File: src/sv/bbc_pkg.sv
package bbc_pkg;

	// Default number of buffer entries
	localparam int NUM_ENTRIES_DEF = 32;

	// Field widths fixed by the interface
	localparam int ENTRY_W = 5;
	localparam int DEV_W   = 16;
	localparam int BLK_W   = 32;
	localparam int CNT_W   = 8;
	localparam int TICK_W  = 32;

	localparam logic [CNT_W-1:0] CNT_MAX = '1;

	// Request modes
	localparam logic [1:0] MODE_GET     = 2'd0;
	localparam logic [1:0] MODE_RELEASE = 2'd1;
	localparam logic [1:0] MODE_PIN     = 2'd2;
	localparam logic [1:0] MODE_UNPIN   = 2'd3;

	// One stored buffer entry
	typedef struct packed {
		logic              valid;
		logic [DEV_W-1:0]  dev;
		logic [BLK_W-1:0]  blk;
		logic [CNT_W-1:0]  cnt;
		logic [TICK_W-1:0] tick;
	} entry_t;

	// Outcome of comparing one entry during a scan
	typedef struct packed {
		logic tag_eq;
		logic free_better;
	} cmp_res_t;

endpackage

File: src/sv/bbc_tag_ram.sv
module bbc_tag_ram #(
	parameter int DEPTH = bbc_pkg::NUM_ENTRIES_DEF,
	parameter int AW    = (DEPTH > 1) ? $clog2(DEPTH) : 1
) (
	input  logic            clk,
	input  logic            we,
	input  logic [AW-1:0]   waddr,
	input  bbc_pkg::entry_t wdata,
	input  logic [AW-1:0]   raddr,
	output bbc_pkg::entry_t rdata
);
	import bbc_pkg::*;

	entry_t mem [DEPTH];
	entry_t rdata_q;

	// Write one entry, read one entry with registered data
	always_ff @(posedge clk) begin
		if (we) begin
			mem[waddr] <= wdata;
		end
		rdata_q <= mem[raddr];
	end

	assign rdata = rdata_q;

endmodule

File: src/sv/bbc_cmp.sv
module bbc_cmp (
	input  bbc_pkg::entry_t                    word,
	input  logic [bbc_pkg::DEV_W-1:0]          dev,
	input  logic [bbc_pkg::BLK_W-1:0]          blk,
	input  logic                               best_ok,
	input  logic [bbc_pkg::TICK_W-1:0]         best_tick,
	output bbc_pkg::cmp_res_t                  res
);
	import bbc_pkg::*;

	// Match the tag of a valid entry, and rank a free entry against the oldest so far;
	// on equal ticks the later entry wins
	always_comb begin
		res.tag_eq      = word.valid && (word.dev == dev) && (word.blk == blk);
		res.free_better = (word.cnt == '0) && (!best_ok || (word.tick <= best_tick));
	end

endmodule

File: src/sv/block_buffer_cache_lru.sv
// Fully associative buffer tag cache with exact LRU recycling. One item is taken at a
// time: a get walks every entry through the single read port of the tag memory, one
// entry per cycle, and then writes back the hit count or the new tag; release, pin
// and unpin do one read-modify-write, which is skipped when the entry index is out
// of range. in_ready is high only while no item is in progress; a finished result
// waits in the output register and the next item may be accepted meanwhile, but that
// item's result holds the block busy until the waiting one is taken. A get that
// neither hits nor finds an unreferenced entry returns status 1 and changes nothing.
module block_buffer_cache_lru #(
	parameter int NUM_ENTRIES = bbc_pkg::NUM_ENTRIES_DEF
) (
	input  logic                          clk,
	input  logic                          arst_n,
	input  logic                          in_valid,
	output logic                          in_ready,
	input  logic [1:0]                    mode,
	input  logic [bbc_pkg::DEV_W-1:0]     device,
	input  logic [bbc_pkg::BLK_W-1:0]     block_number,
	input  logic [bbc_pkg::ENTRY_W-1:0]   entry_in,
	input  logic [bbc_pkg::TICK_W-1:0]    current_tick,
	output logic                          out_valid,
	input  logic                          out_ready,
	output logic [bbc_pkg::ENTRY_W-1:0]   entry_out,
	output logic                          hit,
	output logic                          needs_read,
	output logic                          status
);
	import bbc_pkg::*;

	localparam int AW = (NUM_ENTRIES > 1) ? $clog2(NUM_ENTRIES) : 1;
	localparam logic [AW-1:0] LAST = AW'(NUM_ENTRIES - 1);

	localparam logic [2:0] S_IDLE  = 3'd0;
	localparam logic [2:0] S_SCAN  = 3'd1;
	localparam logic [2:0] S_DRAIN = 3'd2;
	localparam logic [2:0] S_GETWR = 3'd3;
	localparam logic [2:0] S_OPRD  = 3'd4;
	localparam logic [2:0] S_OPWR  = 3'd5;
	localparam logic [2:0] S_FIN   = 3'd6;

	logic [2:0]             state_q;
	logic [1:0]             mode_q;
	logic [DEV_W-1:0]       dev_q;
	logic [BLK_W-1:0]       blk_q;
	logic [ENTRY_W-1:0]     idx_q;
	logic [TICK_W-1:0]      tick_q;
	logic [AW-1:0]          scan_q;
	logic                   rd_ok_s1;
	logic [AW-1:0]          rd_idx_s1;
	logic                   rd_touched_s1;
	logic [NUM_ENTRIES-1:0] touched_q;
	logic                   match_q;
	logic [AW-1:0]          match_idx_q;
	entry_t                 match_word_q;
	logic                   vic_q;
	logic [AW-1:0]          vic_idx_q;
	logic [TICK_W-1:0]      vic_tick_q;
	logic [ENTRY_W-1:0]     res_entry_q;
	logic                   res_hit_q;
	logic                   res_rd_q;
	logic                   res_st_q;
	logic                   out_valid_q;
	logic [ENTRY_W-1:0]     out_entry_q;
	logic                   out_hit_q;
	logic                   out_rd_q;
	logic                   out_st_q;

	logic                   accept;
	logic                   in_range;
	logic [AW-1:0]          ram_raddr;
	logic                   ram_we;
	logic [AW-1:0]          ram_waddr;
	entry_t                 ram_wdata;
	entry_t                 ram_rdata;
	entry_t                 rd_word;
	entry_t                 op_word;
	cmp_res_t               cmp;

	assign in_ready = (state_q == S_IDLE);
	assign accept   = in_valid && in_ready;
	assign in_range = 32'(entry_in) < 32'(NUM_ENTRIES);

	bbc_tag_ram #(
		.DEPTH (NUM_ENTRIES),
		.AW    (AW)
	) u_ram (
		.clk   (clk),
		.we    (ram_we),
		.waddr (ram_waddr),
		.wdata (ram_wdata),
		.raddr (ram_raddr),
		.rdata (ram_rdata)
	);

	// Entries never written read as all zero
	assign rd_word = rd_touched_s1 ? ram_rdata : '0;

	bbc_cmp u_cmp (
		.word      (rd_word),
		.dev       (dev_q),
		.blk       (blk_q),
		.best_ok   (vic_q),
		.best_tick (vic_tick_q),
		.res       (cmp)
	);

	// Select the read address: the named entry or the scan position
	always_comb begin
		unique case (state_q)
			S_OPRD:  ram_raddr = AW'(idx_q);
			default: ram_raddr = scan_q;
		endcase
	end

	// Adjust the count of a named entry, and stamp the tick when a release frees it
	always_comb begin
		op_word = rd_word;
		unique case (mode_q)
			MODE_RELEASE: begin
				if (rd_word.cnt != '0) begin
					op_word.cnt = rd_word.cnt - CNT_W'(1);
					if (rd_word.cnt == CNT_W'(1)) begin
						op_word.tick = tick_q;
					end
				end
			end
			MODE_PIN: begin
				if (rd_word.cnt != CNT_MAX) begin
					op_word.cnt = rd_word.cnt + CNT_W'(1);
				end
			end
			MODE_UNPIN: begin
				if (rd_word.cnt != '0) begin
					op_word.cnt = rd_word.cnt - CNT_W'(1);
				end
			end
			default: op_word = rd_word;
		endcase
	end

	// Write back: count update, hit increment or victim retag
	always_comb begin
		ram_we    = 1'b0;
		ram_waddr = vic_idx_q;
		ram_wdata = match_word_q;
		unique case (state_q)
			S_OPWR: begin
				ram_we    = 1'b1;
				ram_waddr = AW'(idx_q);
				ram_wdata = op_word;
			end
			S_GETWR: begin
				if (match_q) begin
					ram_we    = 1'b1;
					ram_waddr = match_idx_q;
					ram_wdata = match_word_q;
					if (match_word_q.cnt != CNT_MAX) begin
						ram_wdata.cnt = match_word_q.cnt + CNT_W'(1);
					end
				end else if (vic_q) begin
					ram_we         = 1'b1;
					ram_waddr      = vic_idx_q;
					ram_wdata.valid = 1'b1;
					ram_wdata.dev  = dev_q;
					ram_wdata.blk  = blk_q;
					ram_wdata.cnt  = CNT_W'(1);
					ram_wdata.tick = vic_tick_q;
				end
			end
			default: ram_we = 1'b0;
		endcase
	end

	// Sequencer and control flags
	always_ff @(posedge clk or negedge arst_n) begin
		if (!arst_n) begin
			state_q     <= S_IDLE;
			rd_ok_s1    <= 1'b0;
			touched_q   <= '0;
			match_q     <= 1'b0;
			vic_q       <= 1'b0;
			out_valid_q <= 1'b0;
		end else begin
			rd_ok_s1 <= (state_q == S_SCAN);
			if (ram_we) begin
				touched_q[ram_waddr] <= 1'b1;
			end
			if (out_valid_q && out_ready) begin
				out_valid_q <= 1'b0;
			end
			if (rd_ok_s1 && cmp.tag_eq) begin
				match_q <= 1'b1;
			end
			if (rd_ok_s1 && cmp.free_better) begin
				vic_q <= 1'b1;
			end
			unique case (state_q)
				S_IDLE: begin
					if (accept) begin
						if (mode == MODE_GET) begin
							state_q <= S_SCAN;
							match_q <= 1'b0;
							vic_q   <= 1'b0;
						end else if (in_range) begin
							state_q <= S_OPRD;
						end else begin
							state_q <= S_FIN;
						end
					end
				end
				S_SCAN: begin
					if (scan_q == LAST) begin
						state_q <= S_DRAIN;
					end
				end
				S_DRAIN: state_q <= S_GETWR;
				S_GETWR: state_q <= S_FIN;
				S_OPRD:  state_q <= S_OPWR;
				S_OPWR:  state_q <= S_FIN;
				S_FIN: begin
					if (!out_valid_q || out_ready) begin
						out_valid_q <= 1'b1;
						state_q     <= S_IDLE;
					end
				end
				default: state_q <= S_IDLE;
			endcase
		end
	end

	// Hold the item, track the best candidates and build the result
	always_ff @(posedge clk) begin
		rd_idx_s1     <= scan_q;
		rd_touched_s1 <= touched_q[ram_raddr];
		if (accept) begin
			mode_q      <= mode;
			dev_q       <= device;
			blk_q       <= block_number;
			idx_q       <= entry_in;
			tick_q      <= current_tick;
			scan_q      <= '0;
			res_entry_q <= entry_in;
			res_hit_q   <= 1'b0;
			res_rd_q    <= 1'b0;
			res_st_q    <= 1'b0;
		end
		if (state_q == S_SCAN) begin
			scan_q <= scan_q + AW'(1);
		end
		// keep the lowest matching index
		if (rd_ok_s1 && cmp.tag_eq && !match_q) begin
			match_idx_q  <= rd_idx_s1;
			match_word_q <= rd_word;
		end
		if (rd_ok_s1 && cmp.free_better) begin
			vic_idx_q  <= rd_idx_s1;
			vic_tick_q <= rd_word.tick;
		end
		if (state_q == S_GETWR) begin
			if (match_q) begin
				res_entry_q <= ENTRY_W'(match_idx_q);
				res_hit_q   <= 1'b1;
				res_rd_q    <= 1'b0;
				res_st_q    <= 1'b0;
			end else if (vic_q) begin
				res_entry_q <= ENTRY_W'(vic_idx_q);
				res_hit_q   <= 1'b0;
				res_rd_q    <= 1'b1;
				res_st_q    <= 1'b0;
			end else begin
				res_entry_q <= '0;
				res_hit_q   <= 1'b0;
				res_rd_q    <= 1'b0;
				res_st_q    <= 1'b1;
			end
		end
		if ((state_q == S_FIN) && (!out_valid_q || out_ready)) begin
			out_entry_q <= res_entry_q;
			out_hit_q   <= res_hit_q;
			out_rd_q    <= res_rd_q;
			out_st_q    <= res_st_q;
		end
	end

	assign out_valid  = out_valid_q;
	assign entry_out  = out_entry_q;
	assign hit        = out_hit_q;
	assign needs_read = out_rd_q;
	assign status     = out_st_q;

	a_status_clean: assert property (@(posedge clk) disable iff (!arst_n)
		(out_valid && status) |-> (!hit && !needs_read))
		else $error("failed get result carries hit or needs_read");

	a_hit_or_read: assert property (@(posedge clk) disable iff (!arst_n)
		out_valid |-> !(hit && needs_read))
		else $error("result is both hit and needs_read");

	a_write_state: assert property (@(posedge clk) disable iff (!arst_n)
		ram_we |-> ((state_q == S_OPWR) || (state_q == S_GETWR)))
		else $error("tag memory written outside a write step");

	a_one_item: assert property (@(posedge clk) disable iff (!arst_n)
		(in_valid && in_ready) |=> !in_ready)
		else $error("second item accepted while one is in progress");

endmodule

File: config.mk
export PLATFORM = sky130hd
export DESIGN_NAME = block_buffer_cache_lru
export DESIGN_NICKNAME = d
export VERILOG_FILES = /design/src/sv/bbc_pkg.sv /design/src/sv/bbc_tag_ram.sv /design/src/sv/bbc_cmp.sv /design/src/sv/block_buffer_cache_lru.sv
export SDC_FILE = /design/constraint.sdc
export NUM_CORES = 2
export LEC_CHECK = 0
export BUFFER_PORTS_ARGS = -buffer_cell sky130_fd_sc_hd__clkbuf_2
export CAP_MARGIN = 20
export CELL_PAD_IN_SITES_DETAIL_PLACEMENT = 0
export CELL_PAD_IN_SITES_GLOBAL_PLACEMENT = 1
export CORE_MARGIN = 4
export CORE_UTILIZATION = 40
export DETAILED_ROUTE_END_ITERATION = 8
export PLACE_DENSITY = 0.66
export SLEW_MARGIN = 10
export SYNTH_ARGS = -nofsm -noshare
export SYNTH_HDL_FRONTEND = slang
export SYNTH_SLANG_ARGS = --single-unit
File: constraint.sdc
create_clock -name clk -period 15.6 [get_ports clk]
set_clock_uncertainty 0.15 [all_clocks]
set_input_delay 3.12 -clock clk [delete_from_list [all_inputs] [get_ports clk]]
set_output_delay 3.12 -clock clk [all_outputs]
set_load 0.05 [all_outputs]
==> impl_metrics.json <==
{
  "drtIter0Drc": 10897,
  "hold_violations": 0,
  "core_region_area_mm2": 0.316,
  "fin_nets": 9956,
  "grt_pass1_vias": 77836,
  "synthArstFlopShare_pct": 1.21,
  "dr_wl_met2_um": 193000,
  "peakVddDrop_uv": 198,
  "die_y_um": 572,
  "stdcell_count": 14281,
  "viasPerCell": 5.78,
  "syn-cell-area_mm2": 0.127,
  "maxSlewViolCount": 0,
  "multi_input_area_mm2": 0.0288,
  "rrSetupSlack_ns": 9.18,
  "wire_per_inst_um": 28.6,
  "cp-start-kind": "register",
  "hp-class": "reg -> reg",
  "max_cap_violations": 0,
  "synth_ff_type": "edfxtp_1",
  "numCtsBuffers": 346,
  "synthDistinctLibCells": 70,
  "start_util_pct": 40.3,
  "fillers": 27811,
  "leakage_nw": 50.2,
  "synth_nets": 9905,
  "yosys_warnings": 0,
  "finalWirelength_um": 409000,
  "grt_overflow": 0,
  "num_rows": 206,
  "synth-edff-count": 3087,
  "synth_seq_area_share_pct": 75.2,
  "die_w_um": 572,
  "clock-root-buffer": "clkbuf_16",
  "drive_gt1_share_pct": 9.14,
  "hold_buffers": 0,
  "finalCritPeriodShare_pct": 41.1,
  "synth_cells": 9775,
  "vias": 82538,
  "dp.cells": 13620,
  "syn_area_per_cell_um2": 13.0,
  "reg2reg_depth": 8,
  "worstReg2RegEnd": "u_ram.mem[2][59]",
  "max_slew_margin_pct": 16.8,
  "cp-end-kind": "register",
  "drtPass1Iterations": 6,
  "grt_max_degree": 178,
  "pin_count": 101,
  "syn2layout_area_growth_pct": 13.4,
  "regArea_mm2": 0.0956,
  "antenna_left": 0,
  "cts_resized": 0,
  "status": "finished, final reports clean",
  "grt_first_pass_wirelength_um": 577000,
  "dpl.hpwl_um": 203000,
  "antenna_found_initial": 17,
  "wl_met3_um": 33100,
  "max_freq_ghz": 0.156,
  "cts_tree": "yes",
  "crit_end": "u_ram.mem[2][59]",
  "path_class": "reg -> reg",
  "startpoint": "state_q[0]",
  "cts_setup_buffers": 0,
  "place.gp.congestion": 0.830,
  "critPathRequiredTime_ns": 15.96,
  "tightest_slew_ns": 1.25,
  "min_period_ns": 6.42,
  "drt-met1-wl_um": 171000,
  "worstPathMaxFanout": 41,
  "drc_errors": 0,
  "highest_layer": "met5",
  "setup_ws_ns": 9.18,
  "cts.clk_slew.worst_paths_ns": 0.06,
  "portBuffers": 100,
  "grt_usage_pct": 24.3,
  "die-area_mm2": 0.327,
  "cts_sinks": 3221,
  "cts_max_path_buffers": 4,
  "ys_seq_elements": 3221,
  "setup_tns_ns": 0,
  "r2r_start": "state_q[0]",
  "rsz0062_at_grt": "false",
  "arrival_ns": 6.78,
  "clk_latency_ns": 0.97,
  "setup_viol": 0,
  "power_density_mw_per_mm2": 201,
  "htree_levels": 5,
  "pre_cts_slack_ns": 9.22
}
==> flip-flops by register name (all words and copies together), names as in the netlist, 16 cells and up <==
| signal | cells |
|---|---|
| u_ram.mem | 2848 |
| tick_q | 32 |
| touched_q | 32 |
| u_ram.rdata | 89 |
| dev_q | 16 |
| match_word_q | 89 |
| vic_tick_q | 32 |
| blk_q | 32 |
==> report_power, final <==
part	total, mW	switching [mW]	internal (mW)
Combinational	9.50	7.03	2.46
Sequential	11.2	0.442	10.8
Clock	8.29	3.47	4.82
==> cells in the mapped netlist, drive strengths merged (23+ instances only) <==
master,count,share of area [%]
nand4,118,0.58
or3,37,0.18
edfxtp,3087,73
inv,125,0.37
or2,35,0.17
and3,163,0.80
mux2i,56,0.44
a32oi,23,0.16
o21ai,46,0.18
a311oi,78,0.54
nor2,132,0.39
ha,39,0.38
dfxtp,95,1.5
nand3,1637,6.4
clkbuf,289,0.85
and2,84,0.41
buf,314,1.2
a221o,32,0.25
a31oi,94,0.46
dfrtp,39,0.77
a21oi,85,0.34
nand2,2867,8.5
a222oi,53,0.42
==> through the flow <==
stage	utilization [%]	instance area, µm²	power, mW	hold slack (ns)
after floorplan	-	127000	17.3	0.226
after global placement	41.9	132000	20.6	0.260
after detailed placement	41.9	132000	20.7	0.256
after CTS	45.5	144000	29.0	0.269
after global routing	45.6	144000	30.3	0.274
final	45.7	144000	29.0	0.267
==> layout make-up <==
type                            count  share of cell area [%]
Clock inverter                    159                    1.32
Inverter                          125                   0.329
Sequential cell                  3221                    66.3
Clock buffer                      477                    6.66
Tap cell                         4160                    3.61
Multi-Input combinational cell   5826                    20.0
Antenna cell                        7                  0.0122
Timing Repair Buffer              306                    1.76
==> critical path, cell delays in order, from the launching register on <==
cell	delay, ns
dfrtp_1	0.91
nand3b_1	0.75
buf_4	0.56
and3_1	0.27
o22a_1	0.26
or3b_2	0.63
nor2_4	0.69
buf_4	0.81
buf_4	0.87
==> metal layers <==
metal,track usage (%),vias up
met5,0,-
li1,-,35833
met2,39.4,3788
met3,3.22,635
met1,34.5,42274
met4,6.92,8
==> logic make-up (layout without fill, tap and decap cells) <==
family | Yosys count | count (layout) | share of synthesized area (%)
other | 0 | 7 | 0
multiplexers | 75 | 75 | 0.754
AO/OA/AOI/OAI | 558 | 558 | 3.28
flip-flops | 3221 | 3221 | 75.2
AND/OR/NAND/NOR | 5135 | 5135 | 17.8
buffers and inverters | 728 | 1067 | 2.46
adder cells (fa/ha/maj) | 39 | 39 | 0.384
XOR/XNOR | 19 | 19 | 0.131
==> placed cells by master, fill, tap and decap left out, types with 18 or more instances in the layout <==
cell type,netlist,layout
xnor2_1,18,18
a31oi_1,94,93
or2_2,35,35
a211o_1,21,21
buf_4,17,164
o21ai_0,46,42
a222oi_1,53,53
ha_1,39,39
dfrtp_1,39,39
or3_1,37,37
a311oi_1,78,78
o22ai_1,22,21
bufinv_16,0,29
clkinv_2,0,38
clkbuf_1,289,93
nand4_1,118,118
edfxtp_1,3087,3087
inv_1,125,124
nor2_1,130,88
buf_12,0,21
clkinv_1,0,49
nor2_4,0,41
a32oi_1,23,23
clkbuf_2,0,100
and3_1,163,163
nor4_1,19,19
nand2_1,2867,2866
a21oi_1,84,84
dfxtp_1,95,94
clkbuf_8,0,32
nand3_1,1637,1637
mux2i_1,55,54
and2_1,84,83
clkbuf_16,0,352
a221o_1,32,27
==> how the worst min path moves through the flow <==
stage | startpoint | to | slack, ns | cells after the start
6_report | res_entry_q[1] | entry_out[1] | 0.27 | 0
5_1_grt | res_entry_q[1] | entry_out[1] | 0.27 | 0
4_1_cts | res_entry_q[1] | entry_out[1] | 0.27 | 0
3_5_place_dp | res_entry_q[1] | entry_out[1] | 0.26 | 0
3_3_place_gp | res_entry_q[4] | entry_out[4] | 0.26 | 0
2_1_floorplan | scan_q[4] | rd_idx_s1[4] | 0.23 | 0
Note: power is estimated with default switching activity, not from simulation.
